File: config.mk
export PLATFORM = sky130hd
export DESIGN_NAME = retry_request_scheduler
export DESIGN_NICKNAME = d
export VERILOG_FILES = /design/src/rrs_pkg.sv /design/src/rrs_ram.sv /design/src/rrs_ctrl.sv /design/src/rrs_dp.sv /design/src/retry_request_scheduler.sv
export SDC_FILE = /design/constraint.sdc
export NUM_CORES = 2
export LEC_CHECK = 0
export BUFFER_PORTS_ARGS = -buffer_cell sky130_fd_sc_hd__buf_4
export CAP_MARGIN = 20
export CORE_UTILIZATION = 55
export CTS_BUF_LIST = sky130_fd_sc_hd__clkbuf_16
export DETAILED_ROUTE_END_ITERATION = 6
export GPL_ROUTABILITY_DRIVEN = 1
export GPL_TIMING_DRIVEN = 0
export MAX_ROUTING_LAYER = met4
export PLACE_DENSITY_LB_ADDON = 0.05
export SYNTH_ARGS = -nofsm -noshare
export SYNTH_HDL_FRONTEND = slang
export SYNTH_HIERARCHICAL = 1
export SYNTH_SLANG_ARGS = --single-unit
File: constraint.sdc
create_clock -name clk -period 11.2 [get_ports clk]
set_clock_uncertainty 0.15 [all_clocks]
set_input_delay 2.24 -clock clk [delete_from_list [all_inputs] [get_ports clk]]
set_output_delay 2.24 -clock clk [all_outputs]
set_load 0.05 [all_outputs]
File: src/rrs_pkg.sv
`default_nettype none
package rrs_pkg;
	localparam int TaskW = 32;
	localparam int OwnerW = 3;
	localparam int RetryW = 8;
	localparam int PeriodW = 16;
	localparam int TimeW = 32;
	localparam logic [RetryW-1:0] RetriesForever = 8'd255;
	localparam logic [7:0] PopIntervalReset = 8'd6;

	typedef enum logic [1:0] {
		KIND_SET = 2'd0,
		KIND_CLEAR = 2'd1,
		KIND_SERVICE = 2'd2,
		KIND_NONE = 2'd3
	} kind_t;

	typedef enum logic [5:0] {
		ST_IDLE = 6'b000001,
		ST_PUSH = 6'b000010,
		ST_SCAN = 6'b000100,
		ST_POP = 6'b001000,
		ST_READ = 6'b010000,
		ST_DONE = 6'b100000
	} state_t;

	typedef struct packed {
		logic start;
		logic push_in;
		logic scan_step;
		logic pop;
		logic read_head;
		logic finish;
	} cmd_t;

	typedef struct packed {
		logic scan_last;
		logic pop_due;
	} sts_t;
endpackage
`default_nettype wire

File: src/rrs_ram.sv
`default_nettype none
module rrs_ram #(
	parameter int Width = 35,
	parameter int Depth = 16
) (
	input wire logic clk,
	input wire logic we,
	input wire logic [$clog2(Depth)-1:0] waddr,
	input wire logic [Width-1:0] wdata,
	input wire logic [$clog2(Depth)-1:0] raddr,
	output logic [Width-1:0] rdata
);
	logic [Width-1:0] mem_q [Depth];
	always_ff @(posedge clk) begin
		if (we) mem_q[waddr] <= wdata;
		rdata <= mem_q[raddr];
	end
endmodule
`default_nettype wire

File: src/rrs_ctrl.sv
`default_nettype none
module rrs_ctrl (
	input wire logic clk,
	input wire logic arst_n,
	input wire logic in_fire,
	input wire logic [1:0] in_kind,
	input wire logic owner_ok,
	input wire logic out_busy,
	input wire rrs_pkg::sts_t sts,
	output rrs_pkg::cmd_t cmd,
	output logic in_ready
);
	import rrs_pkg::*;
	state_t state_q;
	kind_t kind_q;
	logic ok_q;

	always_ff @(posedge clk or negedge arst_n) begin
		if (!arst_n) begin
			state_q <= ST_IDLE;
			kind_q <= KIND_NONE;
			ok_q <= 1'b0;
		end else begin
			unique case (state_q)
				ST_IDLE: if (in_fire) begin
					kind_q <= kind_t'(in_kind);
					ok_q <= owner_ok;
					state_q <= ST_PUSH;
				end
				ST_PUSH: state_q <= (kind_q == KIND_NONE ||
					(kind_q != KIND_SERVICE && !ok_q)) ? ST_DONE : ST_SCAN;
				ST_SCAN: if (sts.scan_last)
					state_q <= (kind_q == KIND_SERVICE) ? ST_POP : ST_DONE;
				ST_POP: state_q <= sts.pop_due ? ST_READ : ST_DONE;
				ST_READ: state_q <= ST_DONE;
				ST_DONE: if (!out_busy) state_q <= ST_IDLE;
				default: state_q <= ST_IDLE;
			endcase
		end
	end

	always_comb begin
		cmd = '0;
		cmd.start = (state_q == ST_IDLE) && in_fire;
		cmd.push_in = (state_q == ST_PUSH) && kind_q == KIND_SET && ok_q;
		cmd.scan_step = (state_q == ST_SCAN);
		cmd.pop = (state_q == ST_POP);
		cmd.read_head = (state_q == ST_READ);
		cmd.finish = (state_q == ST_DONE) && !out_busy;
	end
	assign in_ready = (state_q == ST_IDLE);
endmodule
`default_nettype wire

File: src/rrs_dp.sv
`default_nettype none
module rrs_dp #(
	parameter int REQUEST_SLOTS = 8,
	parameter int OWNER_COUNT = 8,
	parameter int QUEUE_DEPTH = 16
) (
	input wire logic clk,
	input wire logic arst_n,
	input wire rrs_pkg::cmd_t cmd,
	output rrs_pkg::sts_t sts,
	input wire logic [1:0] in_kind,
	input wire logic [2:0] in_owner,
	input wire logic [31:0] in_task,
	input wire logic [7:0] in_retries,
	input wire logic [15:0] in_period,
	input wire logic [31:0] in_now,
	input wire logic [7:0] pop_interval,
	output logic owner_ok,
	output logic [68:0] res_data,
	output logic res_valid,
	input wire logic res_ready
);
	import rrs_pkg::*;
	localparam int SW = (REQUEST_SLOTS > 1) ? $clog2(REQUEST_SLOTS) : 1;
	localparam int QW = $clog2(QUEUE_DEPTH);
	localparam int CW = $clog2(QUEUE_DEPTH + 1);

	logic [TaskW-1:0] slot_task_q [REQUEST_SLOTS];
	logic [OwnerW-1:0] slot_owner_q [REQUEST_SLOTS];
	logic [RetryW-1:0] slot_retries_q [REQUEST_SLOTS];
	logic [TimeW-1:0] slot_last_q [REQUEST_SLOTS];
	logic [PeriodW-1:0] slot_period_q [REQUEST_SLOTS];
	logic [TaskW-1:0] waiting_q [OWNER_COUNT];
	logic [CW-1:0] count_q;
	logic [QW-1:0] head_q;
	logic [TimeW-1:0] last_pop_q;

	kind_t kind_q;
	logic [OwnerW-1:0] owner_q;
	logic [TaskW-1:0] task_q;
	logic [RetryW-1:0] retries_q;
	logic [PeriodW-1:0] period_q;
	logic [TimeW-1:0] now_q;
	logic ok_q;
	logic [SW-1:0] idx_q;
	logic found_q, have_free_q, ovf_q, popped_q;
	logic [SW-1:0] free_q;
	logic [OwnerW-1:0] pop_owner_q;
	logic [TaskW-1:0] pop_task_q;

	logic push_en;
	logic [OwnerW-1:0] push_owner;
	logic [TaskW-1:0] push_task;
	logic [CW:0] wsum;
	logic [QW-1:0] waddr;
	logic [OwnerW+TaskW-1:0] rdata;

	logic match, busy_slot, due, pop_ok;
	logic [TimeW-1:0] age;
	logic [RetryW-1:0] dec;

	assign owner_ok = 32'(in_owner) < OWNER_COUNT;
	assign match = slot_owner_q[idx_q] == owner_q && slot_task_q[idx_q] == task_q;
	assign busy_slot = slot_task_q[idx_q] != '0;
	assign age = now_q - slot_last_q[idx_q];
	assign due = busy_slot && (age >= 32'(slot_period_q[idx_q]));
	assign dec = (slot_retries_q[idx_q] != '0) ? slot_retries_q[idx_q] - 8'd1 : '0;
	assign pop_ok = (now_q - last_pop_q) > 32'(pop_interval);

	always_comb begin
		push_en = 1'b0;
		push_owner = owner_q;
		push_task = task_q;
		if (cmd.push_in) push_en = 1'b1;
		if (cmd.scan_step && kind_q == KIND_SERVICE && due) begin
			push_en = 1'b1;
			push_owner = slot_owner_q[idx_q];
			push_task = slot_task_q[idx_q];
		end
	end
	assign wsum = (CW+1)'(head_q) + (CW+1)'(count_q);
	assign waddr = (32'(wsum) >= QUEUE_DEPTH) ? QW'(32'(wsum) - QUEUE_DEPTH) : QW'(wsum);

	rrs_ram #(.Width(OwnerW + TaskW), .Depth(QUEUE_DEPTH)) u_queue (
		.clk(clk),
		.we(push_en && 32'(count_q) < QUEUE_DEPTH),
		.waddr(waddr),
		.wdata({push_owner, push_task}),
		.raddr(head_q),
		.rdata(rdata)
	);

	assign sts.scan_last = 32'(idx_q) == REQUEST_SLOTS - 1;
	assign sts.pop_due = pop_ok && count_q != '0;

	always_ff @(posedge clk) begin
		if (cmd.start) begin
			kind_q <= kind_t'(in_kind);
			owner_q <= in_owner;
			task_q <= in_task;
			retries_q <= in_retries;
			period_q <= in_period;
			now_q <= in_now;
			ok_q <= owner_ok;
		end
	end

	always_ff @(posedge clk or negedge arst_n) begin
		if (!arst_n) begin
			for (int i = 0; i < REQUEST_SLOTS; i++) begin
				slot_task_q[i] <= '0;
				slot_owner_q[i] <= '0;
				slot_retries_q[i] <= '0;
				slot_last_q[i] <= '0;
				slot_period_q[i] <= '0;
			end
			for (int i = 0; i < OWNER_COUNT; i++) waiting_q[i] <= '0;
			count_q <= '0;
			head_q <= '0;
			last_pop_q <= '0;
			idx_q <= '0;
			found_q <= 1'b0;
			have_free_q <= 1'b0;
			free_q <= '0;
			ovf_q <= 1'b0;
			popped_q <= 1'b0;
			pop_owner_q <= '0;
			pop_task_q <= '0;
			res_valid <= 1'b0;
			res_data <= '0;
		end else begin
			if (cmd.start) begin
				idx_q <= '0;
				found_q <= 1'b0;
				have_free_q <= 1'b0;
				ovf_q <= 1'b0;
				popped_q <= 1'b0;
				pop_owner_q <= '0;
				pop_task_q <= '0;
				if (kind_t'(in_kind) == KIND_SERVICE)
					for (int i = 0; i < OWNER_COUNT; i++) waiting_q[i] <= '0;
			end
			if (push_en) begin
				if (32'(count_q) < QUEUE_DEPTH) count_q <= count_q + 1'b1;
				else ovf_q <= 1'b1;
			end
			if (cmd.push_in) waiting_q[owner_q] <= waiting_q[owner_q] | task_q;
			if (cmd.scan_step) begin
				if (!sts.scan_last) idx_q <= idx_q + 1'b1;
				unique case (kind_q)
					KIND_SET: if (retries_q != '0 && !found_q) begin
						if (match) found_q <= 1'b1;
						else if (!have_free_q && !busy_slot) begin
							have_free_q <= 1'b1;
							free_q <= idx_q;
						end
						if (sts.scan_last && !match) begin
							if (!have_free_q && !busy_slot) begin
								slot_task_q[idx_q] <= task_q;
								slot_owner_q[idx_q] <= owner_q;
								slot_retries_q[idx_q] <= retries_q;
								slot_last_q[idx_q] <= now_q;
								slot_period_q[idx_q] <= period_q;
							end else if (have_free_q) begin
								slot_task_q[free_q] <= task_q;
								slot_owner_q[free_q] <= owner_q;
								slot_retries_q[free_q] <= retries_q;
								slot_last_q[free_q] <= now_q;
								slot_period_q[free_q] <= period_q;
							end
						end
					end
					KIND_CLEAR: if (match) begin
						slot_task_q[idx_q] <= '0;
						waiting_q[owner_q] <= waiting_q[owner_q] & ~task_q;
					end
					KIND_SERVICE: if (busy_slot) begin
						if (32'(slot_owner_q[idx_q]) < OWNER_COUNT)
							waiting_q[slot_owner_q[idx_q]] <=
								waiting_q[slot_owner_q[idx_q]] | slot_task_q[idx_q];
						if (due) begin
							slot_last_q[idx_q] <= now_q;
							if (slot_retries_q[idx_q] != RetriesForever) begin
								slot_retries_q[idx_q] <= dec;
								if (dec == '0) slot_task_q[idx_q] <= '0;
							end
						end
					end
					default: ;
				endcase
			end
			if (cmd.pop && pop_ok) begin
				last_pop_q <= now_q;
				if (count_q != '0) count_q <= count_q - 1'b1;
			end
			if (cmd.read_head) begin
				popped_q <= 1'b1;
				pop_owner_q <= rdata[OwnerW+TaskW-1:TaskW];
				pop_task_q <= rdata[TaskW-1:0];
				head_q <= (32'(head_q) == QUEUE_DEPTH - 1) ? '0 : head_q + 1'b1;
			end
			if (cmd.finish) begin
				res_valid <= 1'b1;
				res_data <= {ovf_q, ok_q ? waiting_q[owner_q] : 32'd0,
					pop_task_q, pop_owner_q, popped_q};
			end else if (res_valid && res_ready) begin
				res_valid <= 1'b0;
			end
		end
	end
endmodule
`default_nettype wire

File: src/retry_request_scheduler.sv
`default_nettype none
// Retry request scheduler: keeps a table of pending requests and a task queue.
// One transaction in gives one transaction out; the kind travels on s_tuser.
// A set or clear with a valid owner walks the slot table once before the block is
// ready again, a service pass walks it and then visits the pop state, and also a
// head-read state when it pops; an unused kind skips the walk. The controller walks
// the slot table one slot per cycle, and the popped head is taken from the queue
// RAM's registered read in that head-read state.
// A result waits in the output register while the next transaction is taken;
// that transaction's result is held back, and the input stalls, until the
// register is free. Write pop_interval only while idle.
module retry_request_scheduler #(
	parameter int REQUEST_SLOTS = 8,
	parameter int OWNER_COUNT = 8,
	parameter int QUEUE_DEPTH = 16
) (
	input wire logic clk,
	input wire logic arst_n,
	input wire logic s_tvalid,
	output logic s_tready,
	// owner_index[2:0] task_bits[34:3] retries[42:35] resend_period[58:43]
	// now[90:59]
	input wire logic [95:0] s_tdata,
	// kind[1:0]
	input wire logic [1:0] s_tuser,
	output logic m_tvalid,
	input wire logic m_tready,
	// popped_valid[0] popped_owner[3:1] popped_task[35:4] waiting_mask[67:36]
	// queue_overflow[68]
	output logic [71:0] m_tdata,
	input wire logic psel,
	input wire logic penable,
	input wire logic pwrite,
	input wire logic [1:0] paddr,
	input wire logic [31:0] pwdata,
	output logic [31:0] prdata,
	output logic pready
);
	import rrs_pkg::*;
	cmd_t cmd;
	sts_t sts;
	logic owner_ok, in_fire;
	logic [7:0] pop_interval_q;
	logic [68:0] res;

	assign pready = 1'b1;
	assign prdata = (paddr == 2'd0) ? {24'd0, pop_interval_q} : 32'd0;
	always_ff @(posedge clk or negedge arst_n) begin
		if (!arst_n) pop_interval_q <= PopIntervalReset;
		else if (psel && penable && pwrite && paddr == 2'd0) pop_interval_q <= pwdata[7:0];
	end

	assign in_fire = s_tvalid && s_tready;

	rrs_ctrl u_ctrl (
		.clk(clk), .arst_n(arst_n), .in_fire(in_fire), .in_kind(s_tuser),
		.owner_ok(owner_ok), .out_busy(m_tvalid && !m_tready), .sts(sts),
		.cmd(cmd), .in_ready(s_tready)
	);

	rrs_dp #(.REQUEST_SLOTS(REQUEST_SLOTS), .OWNER_COUNT(OWNER_COUNT),
		.QUEUE_DEPTH(QUEUE_DEPTH)) u_dp (
		.clk(clk), .arst_n(arst_n), .cmd(cmd), .sts(sts),
		.in_kind(s_tuser), .in_owner(s_tdata[2:0]), .in_task(s_tdata[34:3]),
		.in_retries(s_tdata[42:35]), .in_period(s_tdata[58:43]),
		.in_now(s_tdata[90:59]), .pop_interval(pop_interval_q), .owner_ok(owner_ok),
		.res_data(res), .res_valid(m_tvalid), .res_ready(m_tready)
	);
	assign m_tdata = {3'd0, res};
endmodule
`default_nettype wire

==> results.yml <==
synth:
  synth-warning-count: 6
  cells_after_synth: 7815
  synth_sequential_area_ratio: 0.5369
  netlist-cell-type-count: 101
  post_synth.cell_area_avg_um2: 11.74
  count_of_state_elements_after_synthesis: 1845
  netlist.top_cell.by_area: "sky130_fd_sc_hd__dfrtp_1"
  synth_top_area_frac: 0.3142
  post_synth_main_area_contributors: "sky130_fd_sc_hd__dfrtp_1, sky130_fd_sc_hd__edfxtp_1, sky130_fd_sc_hd__mux2_2, sky130_fd_sc_hd__a22o_1, sky130_fd_sc_hd__mux4_2"
  synth_enable_flop_cells: 653
  synth_top_flop_cell: "sky130_fd_sc_hd__dfrtp_1"
  asyncSetResetFlopFracSynth: 0.6271
  mappedNetlistArea_um2: 91760
clocking:
  tritoncts: "yes"
  cts_inserted_buffers: 193
  clock_latency_ns: 0.89
  path_clk_slew_ns: 0.06
  cts_max_path_buffers: 3
  tritoncts_num_sinks: 1845
  clk_root_buffer_cell: "sky130_fd_sc_hd__clkbuf_16"
  post_cts.repair.setup_buffers: 0
  htreeDepth: 4
  hold_buffers: 0
floorplan:
  floorplan.die.height_um: 410.5
  io_pins: 246
  floorplan_die_area_um2: 168500
  placeable_core_area_um2: 165400
  floorplan.initialDensity: 0.5549
  rows: 149
  die_width_um: 410.5
hold_path:
  min-delay-path-class: "flop to flop"
  hold_end: "u_dp/pop_task_q[5]"
  worst_hold_startpoint: "u_dp/u_queue/rdata[5]"
  worst_hold_path.num_cells: 1
worst_setup_path:
  most_frequent_cp_cell: "sky130_fd_sc_hd__clkbuf_1"
  worst_path_max_delay_cell: "sky130_fd_sc_hd__clkbuf_1"
  timing.critical_path.required_ns: 11.75
  flop_to_flop_setup_slack_ns: 0.16
  worst-setup-path-type: "flop to flop"
  startpoint_type: "flop"
  r2r_worst_path_depth: 30
  worst_setup_path_end_kind: "flop"
  rr_startpoint: "u_dp/idx_q[1]"
  timing.critical_path.slowest_cell_delay_ns: 0.75
  regToRegEndpoint: "u_dp/u_queue/mem_q[9][10]"
  path_max_fanout: 16
  arrival_ns: 11.60
timing:
  timing.slew.headroom: 0.02871
  final_critical_period_ns: 11.04
  final-setup-viol-count: 0
  setup_total_negative_slack_ns: 0
  report.final.hold_viol_count: 0
  whs_ns: 0.3131
  min_period_over_period: 0.9862
  setup_ws_ns: 0.1551
  pins_over_slew_limit: 0
  rsz0062_at_grt: "no"
  tightestPinTransition_ns: 1.416
  fmax_mhz: 90.54
placed_design:
  port_buffers: 188
  place_area_um2: 98150
  place_worst_setup_slack_ns: -0.8028
  dp_cells: 10350
  detailed_place_hpwl_mm: 285.7
  finalWeightedCongestion: 1.111
power:
  cellPowerDensity_nw_per_um2: 248.7
  power.ir.vdd_worst_v: 0.0002442
  total_power_mw: 26.20
  cellLeakagePower_nw: 43.63
drt:
  post_drt_via_cell_ratio: 7.398
  drc_violations_left: 109
  wire_per_inst_um: 37.72
  drt_first_iter_violations: 14280
  finalWirelength_mm: 407.3
  detailroute.via_count: 79870
  drt_pass1_iterations: 7
  antenna_left: 0
final_layout:
  area_growth_pct: 14.83
  finish.utilization: 0.6372
  share_of_cells_above_drive_strength_1: 0.1860
  nNetsFinal: 8640
  post_layout_nonfiller_instances: 10800
  post-route-cell-area_um2: 105400
  mostFrequentLayoutCells: "sky130_fd_sc_hd__dfrtp_1, sky130_fd_sc_hd__nand2_1, sky130_fd_sc_hd__edfxtp_1"
  mostFrequentLayoutCell: "sky130_fd_sc_hd__dfrtp_1"
status:
  run_status: "finished, violations left"
  failing_checks: "design-rule violations"
global_route:
  via_count_of_the_first_global_routing_pass: 75250
  grt_max_degree: 184
  grt_usage: 0.4890
  grt_remaining_overflow: 0
  antenna_found_initial: 24
  grt_first_pass_wirelength_mm: 565.8
job:
  maxCapViolCount: 0
==> synthesized netlist by cell type, types with 32 or more instances <==
cell                       count
sky130_fd_sc_hd__dfrtp_1    1152
sky130_fd_sc_hd__nand2_1     732
sky130_fd_sc_hd__edfxtp_1    653
sky130_fd_sc_hd__mux2_2      555
sky130_fd_sc_hd__clkbuf_1    498
sky130_fd_sc_hd__a22o_1      453
sky130_fd_sc_hd__o21ai_0     444
sky130_fd_sc_hd__nor2_1      399
sky130_fd_sc_hd__a22oi_1     355
sky130_fd_sc_hd__o22ai_1     253
sky130_fd_sc_hd__a21oi_1     189
sky130_fd_sc_hd__a31oi_1     185
sky130_fd_sc_hd__o221ai_1    183
sky130_fd_sc_hd__nand3_1     154
sky130_fd_sc_hd__a221oi_1    131
sky130_fd_sc_hd__mux2i_1     125
sky130_fd_sc_hd__mux4_2      124
sky130_fd_sc_hd__ha_1        103
sky130_fd_sc_hd__nor2b_1      90
sky130_fd_sc_hd__and3_1       84
sky130_fd_sc_hd__inv_1        76
sky130_fd_sc_hd__buf_2        75
sky130_fd_sc_hd__buf_1        71
sky130_fd_sc_hd__mux4_1       57
sky130_fd_sc_hd__xnor2_1      51
sky130_fd_sc_hd__nor3_1       44
sky130_fd_sc_hd__a21o_1       35
sky130_fd_sc_hd__dfxtp_1      35
sky130_fd_sc_hd__buf_4        32
==> sequential cells by signal, summed over array words and instances, names as in the netlist, 3 cells and up <==
| register | count |
|---|---|
| pop_interval_q | 8 |
| u_ctrl/state_q | 6 |
| u_dp/count_q | 5 |
| u_dp/free_q | 3 |
| u_dp/head_q | 4 |
| u_dp/idx_q | 3 |
| u_dp/last_pop_q | 32 |
| u_dp/now_q | 32 |
| u_dp/owner_q | 3 |
| u_dp/period_q | 16 |
| u_dp/pop_owner_q | 3 |
| u_dp/pop_task_q | 32 |
| u_dp/res_data | 69 |
| u_dp/retries_q | 8 |
| u_dp/slot_last_q | 256 |
| u_dp/slot_owner_q | 24 |
| u_dp/slot_period_q | 128 |
| u_dp/slot_retries_q | 64 |
| u_dp/slot_task_q | 256 |
| u_dp/task_q | 32 |
| u_dp/u_queue/mem_q | 560 |
| u_dp/u_queue/rdata | 35 |
| u_dp/waiting_q | 256 |
==> worst max-delay path by stage <==
| stage | startpoint | to | slack [ns] | cells past startpoint |
|---|---|---|---|---|
| finish | u_dp/idx_q[1] | u_dp/u_queue/mem_q[9][10] | 0.16 | 30 |
| global route | u_dp/idx_q[2] | u_dp/u_queue/mem_q[11][8] | 0.07 | 30 |
| CTS | u_dp/idx_q[1] | u_dp/u_queue/mem_q[5][8] | 0.04 | 30 |
| detailed placement | u_dp/idx_q[1] | u_dp/u_queue/mem_q[8][11] | -0.80 | 31 |
| global placement | arst_n | u_dp/slot_period_q[27] | -6.73 | 1 |
| floorplan | u_dp/idx_q[0] | u_dp/u_queue/mem_q[0][0] | 2.20 | 29 |
==> cells by family (layout without fill, tap and decap cells) <==
logic type,Yosys count,after routing,share of synthesized area
buf+inv,785,1507,0.03791
fa+ha+maj,106,106,0.01470
mux,886,886,0.1317
simple gates,1708,1708,0.08496
xor+xnor,78,78,0.007445
compound gates,2404,2404,0.1863
flops,1845,1845,0.5369
other cells,3,74,0.0001227
==> cell type report <==
cell class	instances	area (um2)
antenna	45	112.6
buffer	699	3186
clock buffer	194	4855
clock inverter	169	1620
fill	12450	60000
inverter	80	304.0
multi-input combinational	5211	39470
sequential	1845	49270
tap	2189	2739
timing repair buffer	365	3816
==> worst max-delay path, delay by kind of cell, from the launching register on <==
family	cells	cell delay [ns]
compound gates	11	3.14
fa+ha+maj	2	0.67
simple gates	5	1.48
flops	1	0.37
xor+xnor	1	0.37
buf+inv	11	4.61
==> power by group <==
part           leakage, nW  switching (mW)  internal (mW)
clock                 3.31            2.92           3.68
sequential            21.3            1.07           7.81
combinational         19.0            7.61           3.12
total                 43.6            11.6           14.6
==> what timing repair did <==
action	CTS	global route
pin swaps	0	0
setup endpoints to repair	207	202
gates resized for setup	15	22
==> metal layers <==
layer | up-vias | global-route usage | wire length, um
met5 | - | - | 0
met4 | 0 | 0.2532 | 26390
met3 | 1479 | 0.1938 | 62850
met2 | 7031 | 0.6433 | 164000
met1 | 39980 | 0.6466 | 154000
li1 | 31380 | - | -
Note: power is estimated with default switching activity, not from simulation.
